<file path="src/assert_macros.svh">
// Assertion macros shared by the row resampler RTL.
// Included by any module that carries concurrent checks; needs nothing else.
`ifndef ASSERT_MACROS_SVH
`define ASSERT_MACROS_SVH

`ifndef SYNTH
`define ASSERT_IMPLIES(name, clk, rst_n, ante, cons) \
  name: assert property (@(posedge clk) disable iff (!rst_n) (ante) |-> (cons)) \
    else $error("same-cycle implication failed");
`define ASSERT_NEXT(name, clk, rst_n, ante, cons) \
  name: assert property (@(posedge clk) disable iff (!rst_n) (ante) |=> (cons)) \
    else $error("next-cycle implication failed");
`else
`define ASSERT_IMPLIES(name, clk, rst_n, ante, cons)
`define ASSERT_NEXT(name, clk, rst_n, ante, cons)
`endif

`endif

</file>
<file path="src/rrrm_pkg.sv">
// Shared types and constants of the row resampler.
// Used by the sequencer, datapath, output buffer and top level; no dependencies.
`default_nettype none

package rrrm_pkg;

  localparam int unsigned LVL_W      = 8;
  localparam int unsigned IDX_W      = 12;
  localparam int unsigned PTS_W      = 13;
  localparam int unsigned INC_W      = 19;
  localparam int unsigned ACC_W      = 20;
  localparam int unsigned REPS_W     = 7;
  localparam int unsigned STEP_W     = 4;
  localparam int unsigned CFG_IDX_W  = 2;
  localparam int unsigned STEP_ONE   = 262144;
  localparam int unsigned MAX_EXPAND = 63;
  localparam int unsigned SLOT_LIMIT = 8191;

  localparam logic [ACC_W-1:0] ACC_ONE = ACC_W'(STEP_ONE);

  typedef struct packed {
    logic signed [LVL_W-1:0] level;
    logic                    row_end;
  } in_item_t;

  typedef struct packed {
    logic [LVL_W-1:0] pixel_color;
    logic [IDX_W-1:0] pixel_index;
    logic             last_of_run;
  } out_item_t;

  typedef enum logic [CFG_IDX_W-1:0] {
    CFG_IN_POINTS  = 2'd0,
    CFG_OUT_POINTS = 2'd1,
    CFG_STEP_INC   = 2'd2,
    CFG_COLOR_OFS  = 2'd3
  } cfg_idx_e;

  typedef struct packed {
    logic [PTS_W-1:0] in_points;
    logic [PTS_W-1:0] out_points;
    logic [INC_W-1:0] step_inc;
    logic [LVL_W-1:0] color_ofs;
  } cfg_t;

  // Microprogram addresses.
  typedef enum logic [STEP_W-1:0] {
    ST_FETCH     = 4'd0,
    ST_CMP_ACC   = 4'd1,
    ST_CMP_TEST  = 4'd2,
    ST_CMP_EMIT  = 4'd3,
    ST_CMP_TAIL  = 4'd4,
    ST_EXP_ENTRY = 4'd5,
    ST_EXP_TEST  = 4'd6,
    ST_EXP_SLOT  = 4'd7,
    ST_EXP_DONE  = 4'd8,
    ST_FIN_TEST  = 4'd9,
    ST_FIN_SLOT  = 4'd10,
    ST_FINISH    = 4'd11
  } ustep_e;

  typedef enum logic [1:0] {
    ACC_HOLD,
    ACC_ADD,
    ACC_SUB,
    ACC_SUB_OR_ZERO
  } acc_op_e;

  typedef enum logic [1:0] {
    BEST_HOLD,
    BEST_UPDATE,
    BEST_CLEAR
  } best_op_e;

  typedef enum logic [1:0] {
    EM_NONE,
    EM_CMP,
    EM_TAIL,
    EM_SLOT
  } emit_op_e;

  typedef enum logic [2:0] {
    CND_NEVER,
    CND_ALWAYS,
    CND_MODE_EXP,
    CND_ROW_END,
    CND_ACC_LT,
    CND_EXP_STOP,
    CND_FIN_STOP
  } cond_e;

  typedef struct packed {
    logic     take;
    acc_op_e  acc_op;
    best_op_e best_op;
    emit_op_e emit_op;
    logic     reps_inc;
    logic     fin;
    cond_e    cond;
    ustep_e   target;
  } uword_t;

  typedef struct packed {
    logic mode_exp;
    logic row_end;
    logic acc_ge;
    logic exp_run;
    logic fin_run;
  } cond_flags_t;

  typedef struct packed {
    logic             valid;
    logic [LVL_W-1:0] color;
    logic [IDX_W-1:0] index;
  } emit_t;

endpackage

`default_nettype wire

</file>
<file path="src/rrrm_useq.sv">
// Microcode sequencer of the row resampler: step counter, control ROM and jumps.
// Depends on rrrm_pkg.
`default_nettype none

module rrrm_useq import rrrm_pkg::*; (
  input  logic        clk_i,
  input  logic        rst_ni,
  input  logic        in_valid_i,
  input  logic        blocked_i,
  input  cond_flags_t cond_i,
  output uword_t      word_o,
  output logic        go_o,
  output ustep_e      step_o
);

  function automatic uword_t mw(logic take, acc_op_e acc, best_op_e best, emit_op_e em,
                                logic reps, logic fin, cond_e cnd, ustep_e tgt);
    uword_t w;
    w.take     = take;
    w.acc_op   = acc;
    w.best_op  = best;
    w.emit_op  = em;
    w.reps_inc = reps;
    w.fin      = fin;
    w.cond     = cnd;
    w.target   = tgt;
    return w;
  endfunction

  function automatic uword_t ucode_rom(ustep_e s);
    uword_t w;
    unique case (s)
      ST_FETCH:     w = mw(1'b1, ACC_HOLD, BEST_HOLD, EM_NONE, 1'b0, 1'b0,
                           CND_MODE_EXP, ST_EXP_ENTRY);
      ST_CMP_ACC:   w = mw(1'b0, ACC_ADD, BEST_UPDATE, EM_NONE, 1'b0, 1'b0,
                           CND_NEVER, ST_FETCH);
      ST_CMP_TEST:  w = mw(1'b0, ACC_HOLD, BEST_HOLD, EM_NONE, 1'b0, 1'b0,
                           CND_ACC_LT, ST_CMP_TAIL);
      ST_CMP_EMIT:  w = mw(1'b0, ACC_SUB, BEST_CLEAR, EM_CMP, 1'b0, 1'b0,
                           CND_ALWAYS, ST_CMP_TEST);
      ST_CMP_TAIL:  w = mw(1'b0, ACC_HOLD, BEST_HOLD, EM_TAIL, 1'b0, 1'b0,
                           CND_ALWAYS, ST_FINISH);
      ST_EXP_ENTRY: w = mw(1'b0, ACC_HOLD, BEST_HOLD, EM_NONE, 1'b0, 1'b0,
                           CND_ROW_END, ST_FIN_TEST);
      ST_EXP_TEST:  w = mw(1'b0, ACC_HOLD, BEST_HOLD, EM_NONE, 1'b0, 1'b0,
                           CND_EXP_STOP, ST_EXP_DONE);
      ST_EXP_SLOT:  w = mw(1'b0, ACC_ADD, BEST_HOLD, EM_SLOT, 1'b1, 1'b0,
                           CND_ALWAYS, ST_EXP_TEST);
      ST_EXP_DONE:  w = mw(1'b0, ACC_SUB_OR_ZERO, BEST_HOLD, EM_NONE, 1'b0, 1'b0,
                           CND_ALWAYS, ST_FINISH);
      ST_FIN_TEST:  w = mw(1'b0, ACC_HOLD, BEST_HOLD, EM_NONE, 1'b0, 1'b0,
                           CND_FIN_STOP, ST_FINISH);
      ST_FIN_SLOT:  w = mw(1'b0, ACC_HOLD, BEST_HOLD, EM_SLOT, 1'b1, 1'b0,
                           CND_ALWAYS, ST_FIN_TEST);
      ST_FINISH:    w = mw(1'b0, ACC_HOLD, BEST_HOLD, EM_NONE, 1'b0, 1'b1,
                           CND_ALWAYS, ST_FETCH);
      default:      w = mw(1'b0, ACC_HOLD, BEST_HOLD, EM_NONE, 1'b0, 1'b0,
                           CND_ALWAYS, ST_FETCH);
    endcase
    return w;
  endfunction

  ustep_e step_q, step_d;
  uword_t word;
  logic   jump;
  logic   needs_push;

  // Output block: decode the current control word and decide whether it runs.
  always_comb begin
    word       = ucode_rom(step_q);
    needs_push = (word.emit_op != EM_NONE) | word.fin;
    go_o       = (~word.take | in_valid_i) & ~(needs_push & blocked_i);
    word_o     = word;
    step_o     = step_q;
  end

  // Next-step block.
  always_comb begin
    unique case (word.cond)
      CND_NEVER:    jump = 1'b0;
      CND_ALWAYS:   jump = 1'b1;
      CND_MODE_EXP: jump = cond_i.mode_exp;
      CND_ROW_END:  jump = cond_i.row_end;
      CND_ACC_LT:   jump = ~cond_i.acc_ge;
      CND_EXP_STOP: jump = ~cond_i.exp_run;
      CND_FIN_STOP: jump = ~cond_i.fin_run;
      default:      jump = 1'b1;
    endcase
    step_d = step_q;
    if (go_o) begin
      step_d = jump ? word.target : ustep_e'(step_q + STEP_W'(1));
    end
  end

  always_ff @(posedge clk_i or negedge rst_ni) begin
    if (!rst_ni) begin
      step_q <= ST_FETCH;
    end else begin
      step_q <= step_d;
    end
  end

endmodule

`default_nettype wire

</file>
<file path="src/rrrm_dpath.sv">
// Datapath of the row resampler: item latch, step accumulator, running maximum,
// pixel counter and repeat counter, all driven by the control word. Needs rrrm_pkg.
`default_nettype none

module rrrm_dpath import rrrm_pkg::*; (
  input  logic        clk_i,
  input  logic        rst_ni,
  input  cfg_t        cfg_i,
  input  uword_t      word_i,
  input  logic        go_i,
  input  in_item_t    in_item_i,
  output cond_flags_t cond_o,
  output emit_t       emit_o
);

  logic [LVL_W-1:0]  level_q;
  logic              row_end_q;
  logic [ACC_W-1:0]  acc_q, acc_d;
  logic [LVL_W-1:0]  best_level_q, best_level_d;
  logic [LVL_W-1:0]  best_mag_q, best_mag_d;
  logic [PTS_W-1:0]  pe_q, pe_d;
  logic              pending_q, pending_d;
  logic [REPS_W-1:0] reps_q, reps_d;

  logic              take;
  logic              acc_ge;
  logic              pe_lt_out;
  logic              slot_hit;
  logic [PTS_W-1:0]  slot_col;
  logic [LVL_W-1:0]  mag;
  logic              cand;
  logic [LVL_W-1:0]  em_level;
  logic [IDX_W-1:0]  em_index;

  assign take      = go_i & word_i.take;
  assign acc_ge    = acc_q >= ACC_ONE;
  assign pe_lt_out = pe_q < cfg_i.out_points;
  // Expand slots count down from column out_points; that first slot is dropped.
  assign slot_hit  = (pe_q != '0) && (pe_q <= cfg_i.out_points);
  assign slot_col  = cfg_i.out_points - pe_q;
  assign mag       = level_q[LVL_W-1] ? (~level_q + LVL_W'(1)) : level_q;

  always_comb begin
    cond_o.mode_exp = cfg_i.out_points > cfg_i.in_points;
    cond_o.row_end  = row_end_q;
    cond_o.acc_ge   = acc_ge;
    cond_o.exp_run  = ~acc_ge && (reps_q < REPS_W'(MAX_EXPAND));
    cond_o.fin_run  = (pe_q <= cfg_i.out_points) && (reps_q < REPS_W'(MAX_EXPAND + 1));
  end

  always_comb begin
    unique case (word_i.emit_op)
      EM_NONE: begin
        cand     = 1'b0;
        em_level = best_level_q;
        em_index = pe_q[IDX_W-1:0];
      end
      EM_CMP: begin
        cand     = pe_lt_out;
        em_level = best_level_q;
        em_index = pe_q[IDX_W-1:0];
      end
      EM_TAIL: begin
        cand     = row_end_q & pending_q & pe_lt_out;
        em_level = best_level_q;
        em_index = pe_q[IDX_W-1:0];
      end
      EM_SLOT: begin
        cand     = slot_hit;
        em_level = level_q;
        em_index = slot_col[IDX_W-1:0];
      end
      default: begin
        cand     = 1'b0;
        em_level = level_q;
        em_index = pe_q[IDX_W-1:0];
      end
    endcase
    emit_o.valid = go_i & cand;
    emit_o.color = em_level + cfg_i.color_ofs;
    emit_o.index = em_index;
  end

  always_comb begin
    acc_d        = acc_q;
    best_level_d = best_level_q;
    best_mag_d   = best_mag_q;
    pe_d         = pe_q;
    pending_d    = pending_q;
    reps_d       = reps_q;
    if (go_i) begin
      unique case (word_i.acc_op)
        ACC_HOLD:        acc_d = acc_q;
        ACC_ADD:         acc_d = acc_q + ACC_W'(cfg_i.step_inc);
        ACC_SUB:         acc_d = acc_q - ACC_ONE;
        ACC_SUB_OR_ZERO: acc_d = acc_ge ? (acc_q - ACC_ONE) : '0;
        default:         acc_d = acc_q;
      endcase
      unique case (word_i.best_op)
        BEST_UPDATE: begin
          // Strictly greater, so the earliest of equal magnitudes is kept.
          if (mag > best_mag_q) begin
            best_level_d = level_q;
            best_mag_d   = mag;
          end
          pending_d = 1'b1;
        end
        BEST_CLEAR: begin
          best_level_d = '0;
          best_mag_d   = '0;
          pending_d    = 1'b0;
        end
        default: begin
          best_level_d = best_level_q;
        end
      endcase
      unique case (word_i.emit_op)
        EM_CMP, EM_TAIL: begin
          if (cand) begin
            pe_d = pe_q + PTS_W'(1);
          end
        end
        EM_SLOT: begin
          if (pe_q != PTS_W'(SLOT_LIMIT)) begin
            pe_d = pe_q + PTS_W'(1);
          end
        end
        default: begin
          pe_d = pe_q;
        end
      endcase
      if (take) begin
        reps_d = '0;
      end else if (word_i.reps_inc) begin
        reps_d = reps_q + REPS_W'(1);
      end
      if (word_i.fin && row_end_q) begin
        acc_d        = '0;
        best_level_d = '0;
        best_mag_d   = '0;
        pe_d         = '0;
        pending_d    = 1'b0;
      end
    end
  end

  always_ff @(posedge clk_i or negedge rst_ni) begin
    if (!rst_ni) begin
      acc_q        <= '0;
      best_level_q <= '0;
      best_mag_q   <= '0;
      pe_q         <= '0;
      pending_q    <= 1'b0;
      reps_q       <= '0;
    end else begin
      acc_q        <= acc_d;
      best_level_q <= best_level_d;
      best_mag_q   <= best_mag_d;
      pe_q         <= pe_d;
      pending_q    <= pending_d;
      reps_q       <= reps_d;
    end
  end

  always_ff @(posedge clk_i) begin
    if (take) begin
      level_q   <= in_item_i.level;
      row_end_q <= in_item_i.row_end;
    end
  end

endmodule

`default_nettype wire

</file>
<file path="src/rrrm_obuf.sv">
// Result buffer of the row resampler: a one-entry hold stage that learns which
// pixel is the last of its request, followed by the output register. Needs rrrm_pkg.
`default_nettype none

module rrrm_obuf import rrrm_pkg::*; (
  input  logic      clk_i,
  input  logic      rst_ni,
  input  emit_t     emit_i,
  input  logic      fin_i,
  input  logic      out_stall_i,
  output logic      out_valid_o,
  output out_item_t out_item_o,
  output logic      blocked_o,
  output logic      hold_valid_o
);

  logic             hold_valid_q, hold_valid_d;
  logic [LVL_W-1:0] hold_color_q;
  logic [IDX_W-1:0] hold_index_q;
  logic             out_valid_q, out_valid_d;
  out_item_t        out_q;
  out_item_t        push_item;
  logic             push;

  // A held pixel moves on when a newer one arrives or when the request ends;
  // only in the latter case is it the last one.
  assign push      = (emit_i.valid | fin_i) & hold_valid_q;
  assign blocked_o = hold_valid_q & out_valid_q & out_stall_i;

  always_comb begin
    push_item.pixel_color = hold_color_q;
    push_item.pixel_index = hold_index_q;
    push_item.last_of_run = fin_i;
    out_valid_d           = push | (out_valid_q & out_stall_i);
    hold_valid_d          = hold_valid_q;
    if (emit_i.valid) begin
      hold_valid_d = 1'b1;
    end else if (fin_i) begin
      hold_valid_d = 1'b0;
    end
  end

  always_ff @(posedge clk_i or negedge rst_ni) begin
    if (!rst_ni) begin
      hold_valid_q <= 1'b0;
      out_valid_q  <= 1'b0;
    end else begin
      hold_valid_q <= hold_valid_d;
      out_valid_q  <= out_valid_d;
    end
  end

  always_ff @(posedge clk_i) begin
    if (emit_i.valid) begin
      hold_color_q <= emit_i.color;
      hold_index_q <= emit_i.index;
    end
    if (push) begin
      out_q <= push_item;
    end
  end

  assign out_valid_o  = out_valid_q;
  assign out_item_o   = out_q;
  assign hold_valid_o = hold_valid_q;

endmodule

`default_nettype wire

</file>
<file path="src/raster_row_resample_max_magnitude.sv">
// Row resampler for a colour raster, microcoded: top level with configuration
// registers. Depends on rrrm_pkg, rrrm_useq, rrrm_dpath, rrrm_obuf and assert_macros.svh.
//
// Usage: write in_points, out_points, step_increment and color_offset through the
// cfg port while the block is idle, then stream one row of signed levels on the
// input channel with row_end set on the last one. When out_points <= in_points
// each pixel carries the largest-magnitude level it covers; otherwise inputs
// arrive right to left and are repeated. Each input request yields zero or more
// pixel requests on the output channel; last_of_run marks the final one.
// Sequencing: the sequencer handles one request at a time. A compress request
// steps through fetch, accumulate, test, tail and finish, plus emit and test for
// each whole unit the accumulator counts off; an expand request through fetch,
// entry, test, done and finish, plus slot and test per slot (at most 63); the last
// request of an expand row likewise without done (at most 64). Each pixel leaves
// the hold stage when the next pixel or the end of the request arrives, so the last
// pixel appears in the cycle after the program finishes. A stalled output holds
// its request; the sequencer freezes at a step that may move a pixel while the
// hold stage and output register are full. Reset clears all row state and loads
// default registers; the block is ready in the next cycle.
`default_nettype none
`include "assert_macros.svh"

module raster_row_resample_max_magnitude import rrrm_pkg::*; (
  input  logic                 clk_i,
  input  logic                 rst_ni,
  input  logic                 cfg_we_i,
  input  logic [CFG_IDX_W-1:0] cfg_index_i,
  input  logic [INC_W-1:0]     cfg_data_i,
  input  logic                 in_valid_i,
  output logic                 in_stall_o,
  input  in_item_t             in_item_i,
  output logic                 out_valid_o,
  input  logic                 out_stall_i,
  output out_item_t            out_item_o
);

  cfg_t        cfg_q, cfg_d;
  uword_t      word;
  logic        go;
  ustep_e      step;
  cond_flags_t cond;
  emit_t       emit;
  logic        blocked;
  logic        hold_valid;
  logic        out_busy;

  always_comb begin
    cfg_d = cfg_q;
    if (cfg_we_i) begin
      unique case (cfg_idx_e'(cfg_index_i))
        CFG_IN_POINTS:  cfg_d.in_points  = cfg_data_i[PTS_W-1:0];
        CFG_OUT_POINTS: cfg_d.out_points = cfg_data_i[PTS_W-1:0];
        CFG_STEP_INC:   cfg_d.step_inc   = cfg_data_i;
        CFG_COLOR_OFS:  cfg_d.color_ofs  = cfg_data_i[LVL_W-1:0];
        default:        cfg_d = cfg_q;
      endcase
    end
  end

  always_ff @(posedge clk_i or negedge rst_ni) begin
    if (!rst_ni) begin
      cfg_q.in_points  <= PTS_W'(2);
      cfg_q.out_points <= PTS_W'(1);
      cfg_q.step_inc   <= INC_W'(STEP_ONE);
      cfg_q.color_ofs  <= '0;
    end else begin
      cfg_q <= cfg_d;
    end
  end

  rrrm_useq u_useq (
    .clk_i      (clk_i),
    .rst_ni     (rst_ni),
    .in_valid_i (in_valid_i),
    .blocked_i  (blocked),
    .cond_i     (cond),
    .word_o     (word),
    .go_o       (go),
    .step_o     (step)
  );

  rrrm_dpath u_dpath (
    .clk_i     (clk_i),
    .rst_ni    (rst_ni),
    .cfg_i     (cfg_q),
    .word_i    (word),
    .go_i      (go),
    .in_item_i (in_item_i),
    .cond_o    (cond),
    .emit_o    (emit)
  );

  rrrm_obuf u_obuf (
    .clk_i        (clk_i),
    .rst_ni       (rst_ni),
    .emit_i       (emit),
    .fin_i        (go & word.fin),
    .out_stall_i  (out_stall_i),
    .out_valid_o  (out_valid_o),
    .out_item_o   (out_item_o),
    .blocked_o    (blocked),
    .hold_valid_o (hold_valid)
  );

  assign in_stall_o = ~word.take;
  assign out_busy   = out_valid_o & out_stall_i;

  `ASSERT_NEXT(a_take_leaves_fetch, clk_i, rst_ni, in_valid_i && !in_stall_o, in_stall_o)
  `ASSERT_IMPLIES(a_hold_empty_at_fetch, clk_i, rst_ni, step == ST_FETCH, !hold_valid)
  `ASSERT_IMPLIES(a_no_push_into_busy_out, clk_i, rst_ni, emit.valid && hold_valid, !out_busy)

endmodule

`default_nettype wire

</file>
<file path="config.mk">
export PLATFORM = sky130hd
export DESIGN_NAME = raster_row_resample_max_magnitude
export DESIGN_NICKNAME = d
export VERILOG_FILES = /design/src/rrrm_pkg.sv /design/src/rrrm_useq.sv /design/src/rrrm_dpath.sv /design/src/rrrm_obuf.sv /design/src/raster_row_resample_max_magnitude.sv
export VERILOG_INCLUDE_DIRS = /design/src /design/src/src
export SDC_FILE = /design/constraint.sdc
export NUM_CORES = 1
export LEC_CHECK = 0
export ABC_AREA = 1
export BUFFER_PORTS_ARGS = -buffer_cell sky130_fd_sc_hd__buf_4
export CAP_MARGIN = 40
export CORE_MARGIN = 2
export CORE_UTILIZATION = 60
export CTS_CLUSTER_SIZE = 12
export DETAILED_ROUTE_END_ITERATION = 8
export HOLD_SLACK_MARGIN = 0.15
export PLACE_DENSITY = 0.79
export SLEW_MARGIN = 20
export SYNTH_ARGS = -nofsm -noshare
export SYNTH_HDL_FRONTEND = slang
export SYNTH_SLANG_ARGS = --single-unit
export TNS_END_PERCENT = 50
</file>
<file path="constraint.sdc">
create_clock -name clk_i -period 10.2 [get_ports clk_i]
set_input_delay 1.53 -clock clk_i [delete_from_list [all_inputs] [get_ports clk_i]]
set_output_delay 1.53 -clock clk_i [all_outputs]
set_load 0.005 [all_outputs]
</file>
==> metrics.log <==
INFO  metric worst_slack = 6058 ps
INFO  metric hold_buffers = 0
INFO  metric grt_overflow_total = 0
INFO  metric crit_buf_inv = 4
INFO  metric grt_setup_unrepaired = false
INFO  metric crit_type = reg2reg
INFO  metric die_area = 0.01792 mm²
INFO  metric register_area = 0.004383 mm²
INFO  metric setup.worst_path.start_class = register
INFO  metric fillers = 1339
INFO  metric total_power = 3.225 mW
INFO  metric synth_seq_cells = 165
INFO  metric worst_hold_startpoint = u_obuf.hold_index_q[1]
INFO  metric grt_max_degree = 46
INFO  metric drt_first_iter_violations = approximately 730
INFO  metric fmaxAchievable = around 240 MHz
INFO  metric place.detailed.hpwl = 16.48 mm
INFO  metric required = 10380 ps
INFO  metric die_h = 133.9 µm
INFO  metric timing.critical_path.from = u_useq.step_o[1]
INFO  metric layout-drive-gt1-share = 0.1103
INFO  metric number_of_standard_cells_after_synthesis = 1223
INFO  metric summed_instance_area_of_the_synthesized_netlist = 0.01012 mm²
INFO  metric r2r-start = u_useq.step_o[1]
INFO  metric cts_resized = 0
INFO  metric top_level_ports = 58
INFO  metric synth_edf_count = 50
INFO  metric crit_path_top_delay_cell = dfrtp_1
INFO  metric remaining_drc_errors = 0
INFO  metric critical_path.cell_chain = ha_1, ha_1, nand2_1, inv_1, nor2_1, inv_1, ha_1, inv_1, buf_8, o21ai_0, ha_1, fa_1, nand2_1, nand2_1, a21oi_1, nor2_1, o21ai_0, nand2_1, xor2_1
INFO  metric finalClockSkew = 11.88 ps
INFO  metric gpl.final_weighted_congestion = ~0.95
INFO  metric dp_slack = 5692 ps
INFO  metric design.core.area = 0.01652 mm²
INFO  metric via_per_inst = 5.444
INFO  metric routedWlPerCell = 14.74 µm
INFO  metric worstSkewPairLatency = 430 ps
INFO  metric post-route-min-period = 4142 ps
INFO  metric finalCritPeriodShare = 0.4061
INFO  metric routed-via-count = 8253
INFO  metric cts_setup_buffers = 0
INFO  metric maxCapViolations = 0
INFO  metric critical_path_peak_fanout = 33
INFO  metric ys.warnings.count = 0
INFO  metric report.final.setup_viol = 0
INFO  metric hold_path_class = reg2reg
INFO  metric worstMarginPinSlew = 790.6 ps
INFO  metric worstPathArrival = between 4000 and 5000 ps
INFO  metric syn2layout_area_growth = 12.22%
INFO  metric vdd_drop_max = 0.0001878 V
INFO  metric clock-sinks = 165
INFO  metric cellPowerDensity = approximately 280 mW/mm²
INFO  metric antenna_cells_inserted = 0
INFO  metric finalWirelength = between 20 and 25 mm
INFO  metric first_pass_grt_wire_length = 37.43 mm
INFO  metric postRouteAntennaNets = 0
INFO  metric timing.critical_path.slowest_cell_delay = 440 ps
INFO  metric cts-root-buf = clkbuf_16
INFO  metric first_global_vias = between 8k and 9k
INFO  metric clk_pin_slew = roughly 70 ps
INFO  metric cts-root-to-sink-buffers = 2
INFO  metric syn-mean-instance-area = 8.273 µm²
INFO  metric synthArstFlopShare = 0.6970
INFO  metric timing.final.hold_violations = 0
INFO  metric globalRouteTotalUtil = 0.2612
INFO  metric critPathCaptureType = register
INFO  metric synth-seq-area-share = 0.4332
INFO  metric status = finished, final reports clean
INFO  metric placement_rows = 47
INFO  metric count_of_different_cell_masters_after_synthesis = 52
INFO  metric die_w = 133.9 µm
INFO  metric cts-buffers-inserted = 17
INFO  metric slew_headroom = 0.4724
INFO  metric initial_utilization = 0.6123
INFO  metric final-max-slew-violation-count = 0
INFO  metric crit_path_leading_delay_family = adder cells
INFO  metric synth_top_flop_cell = dfrtp_1
INFO  metric multi_input_comb_area = 0.004995 mm²
INFO  metric clock_tree_from_tritoncts = yes
INFO  metric post_layout_net_count = between 1k and 1.5k
INFO  metric fin_tns_setup = 0 ps
INFO  metric number_of_port_buffers = 57
INFO  metric grt_antenna_before_repair = 0
INFO  metric total_leakage_power = between 5 and 6 nW
INFO  metric first_pass_iters = 5
INFO  metric cts_htree_levels = 4
INFO  metric synth_fp_nets = between 1k and 1.5k
[cell usage after synthesis, drive strengths merged, types with 3 or more instances]
cell / number / area [µm²]
nand2: 359 / 1373
inv: 162 / 608.1
dfrtp: 112 / 2803
o21ai: 109 / 579.3
ha: 93 / 1164
nor2: 77 / 310.3
nand3: 72 / 372.9
edfxtp: 50 / 1501
a21oi: 48 / 247.7
xor2: 20 / 175.2
nand4: 15 / 100.1
buf: 12 / 91.33
nor3: 12 / 70.07
clkbuf: 11 / 41.29
nand3b: 8 / 60.06
xnor2: 7 / 61.31
mux2: 6 / 67.56
nor4: 5 / 52.55
a21boi: 4 / 30.03
a21o: 4 / 30.03
a22o: 4 / 35.03
o21bai: 4 / 30.03
o31ai: 4 / 40.03
or2: 4 / 25.02
a31oi: 3 / 18.77
dfstp: 3 / 78.83
fa: 3 / 60.06
[state kept, by name, summed over array words and instances (netlist names)]
| signal | cells |
|---|---|
| cfg_q | 53 |
| u_obuf.out_item_o | 21 |
| u_dpath.acc_q | 20 |
| u_dpath.pe_q | 13 |
| u_obuf.hold_index_q | 12 |
| u_dpath.best_mag_q | 8 |
| u_dpath.level_q | 8 |
| u_obuf.hold_color_q | 8 |
| u_dpath.best_level_q | 7 |
| u_dpath.reps_q | 7 |
| u_useq.step_o | 4 |
| u_dpath.pending_q | 1 |
| u_dpath.row_end_q | 1 |
| u_obuf.hold_valid_o | 1 |
| u_obuf.out_valid_o | 1 |
[through the flow]
step	instances	util	area [µm²]	hold slack, ps
floorplan	1223	-	10120	400.3
global placement	1478	0.6473	10700	400.9
detailed placement	1482	0.6503	10750	404.5
CTS	1513	0.6851	11320	418.3
global route	1516	0.6871	11350	427.7
finish	1516	0.6871	11350	417.5
[layer usage]
metal / vias up / global-route usage / routed length, µm / share of wire
li1: 4124 / - / - / -
met1: 3860 / 0.3327 / 9790 / 0.44
met2: 222 / 0.4479 / 11070 / 0.50
met3: 47 / 0.04308 / 950 / 0.043
met4: 0 / 0.1017 / 533 / 0.024
met5: - / 0 / 0 / 0
[final cells by class]
| type | instances | share of cell area |
|---|---|---|
| clock buffer | 23 | 0.04187 |
| clock inverter | 8 | 0.008705 |
| inverter | 162 | 0.05355 |
| multi-input combinational | 873 | 0.4399 |
| sequential | 165 | 0.3860 |
| tap | 220 | 0.02424 |
| timing repair buffer | 65 | 0.04573 |
[layout by cell type, fill, tap and decap left out, types with 4 or more instances in the layout]
cell	count
a22o_1	4
buf_4	59
o21ai_1	18
nand3_1	71
ha_1	93
o21ai_2	9
dfrtp_1	112
clkbuf_16	17
nand3b_1	8
o21ai_0	82
a21oi_1	46
nor3_1	10
xor2_1	20
o21bai_1	4
edfxtp_1	50
mux2_2	6
nand2_1	353
a21boi_0	4
a21o_1	4
inv_2	5
nand2_2	4
inv_1	157
or2_2	4
xnor2_1	7
nand4_1	14
nor2_1	74
[worst paths after layout]
kind | endpoint | slack [ps] | cells past startpoint
worst max-delay path | u_obuf.hold_color_q[6] | 6060 | 19
max in group asynchronous | cfg_q[14] | 7970 | 3
worst max register to register | u_obuf.hold_color_q[6] | 6060 | 19
worst min-delay path | u_obuf.out_item_o[2] | 420 | 0
worst min register to register | u_obuf.out_item_o[2] | 420 | 0
min in group asynchronous | u_dpath.acc_q[13] | 1020 | 1
[where the power goes]
group          internal (mW)  switching, mW
logic                  0.560          0.995
clock network          0.378          0.263
registers              0.903          0.127
total                   1.84           1.38
[cell families after synthesis]
kind of cell	synth area share
xor gates and xnor gates	0.02337
and+or+nand+nor	0.2356
adders and majority gates	0.1209
muxes	0.006677
DFF	0.4332
buffers and inverters	0.07320
AOI/OAI and AO/OA	0.1071
Note: power is estimated with default switching activity, not from simulation.
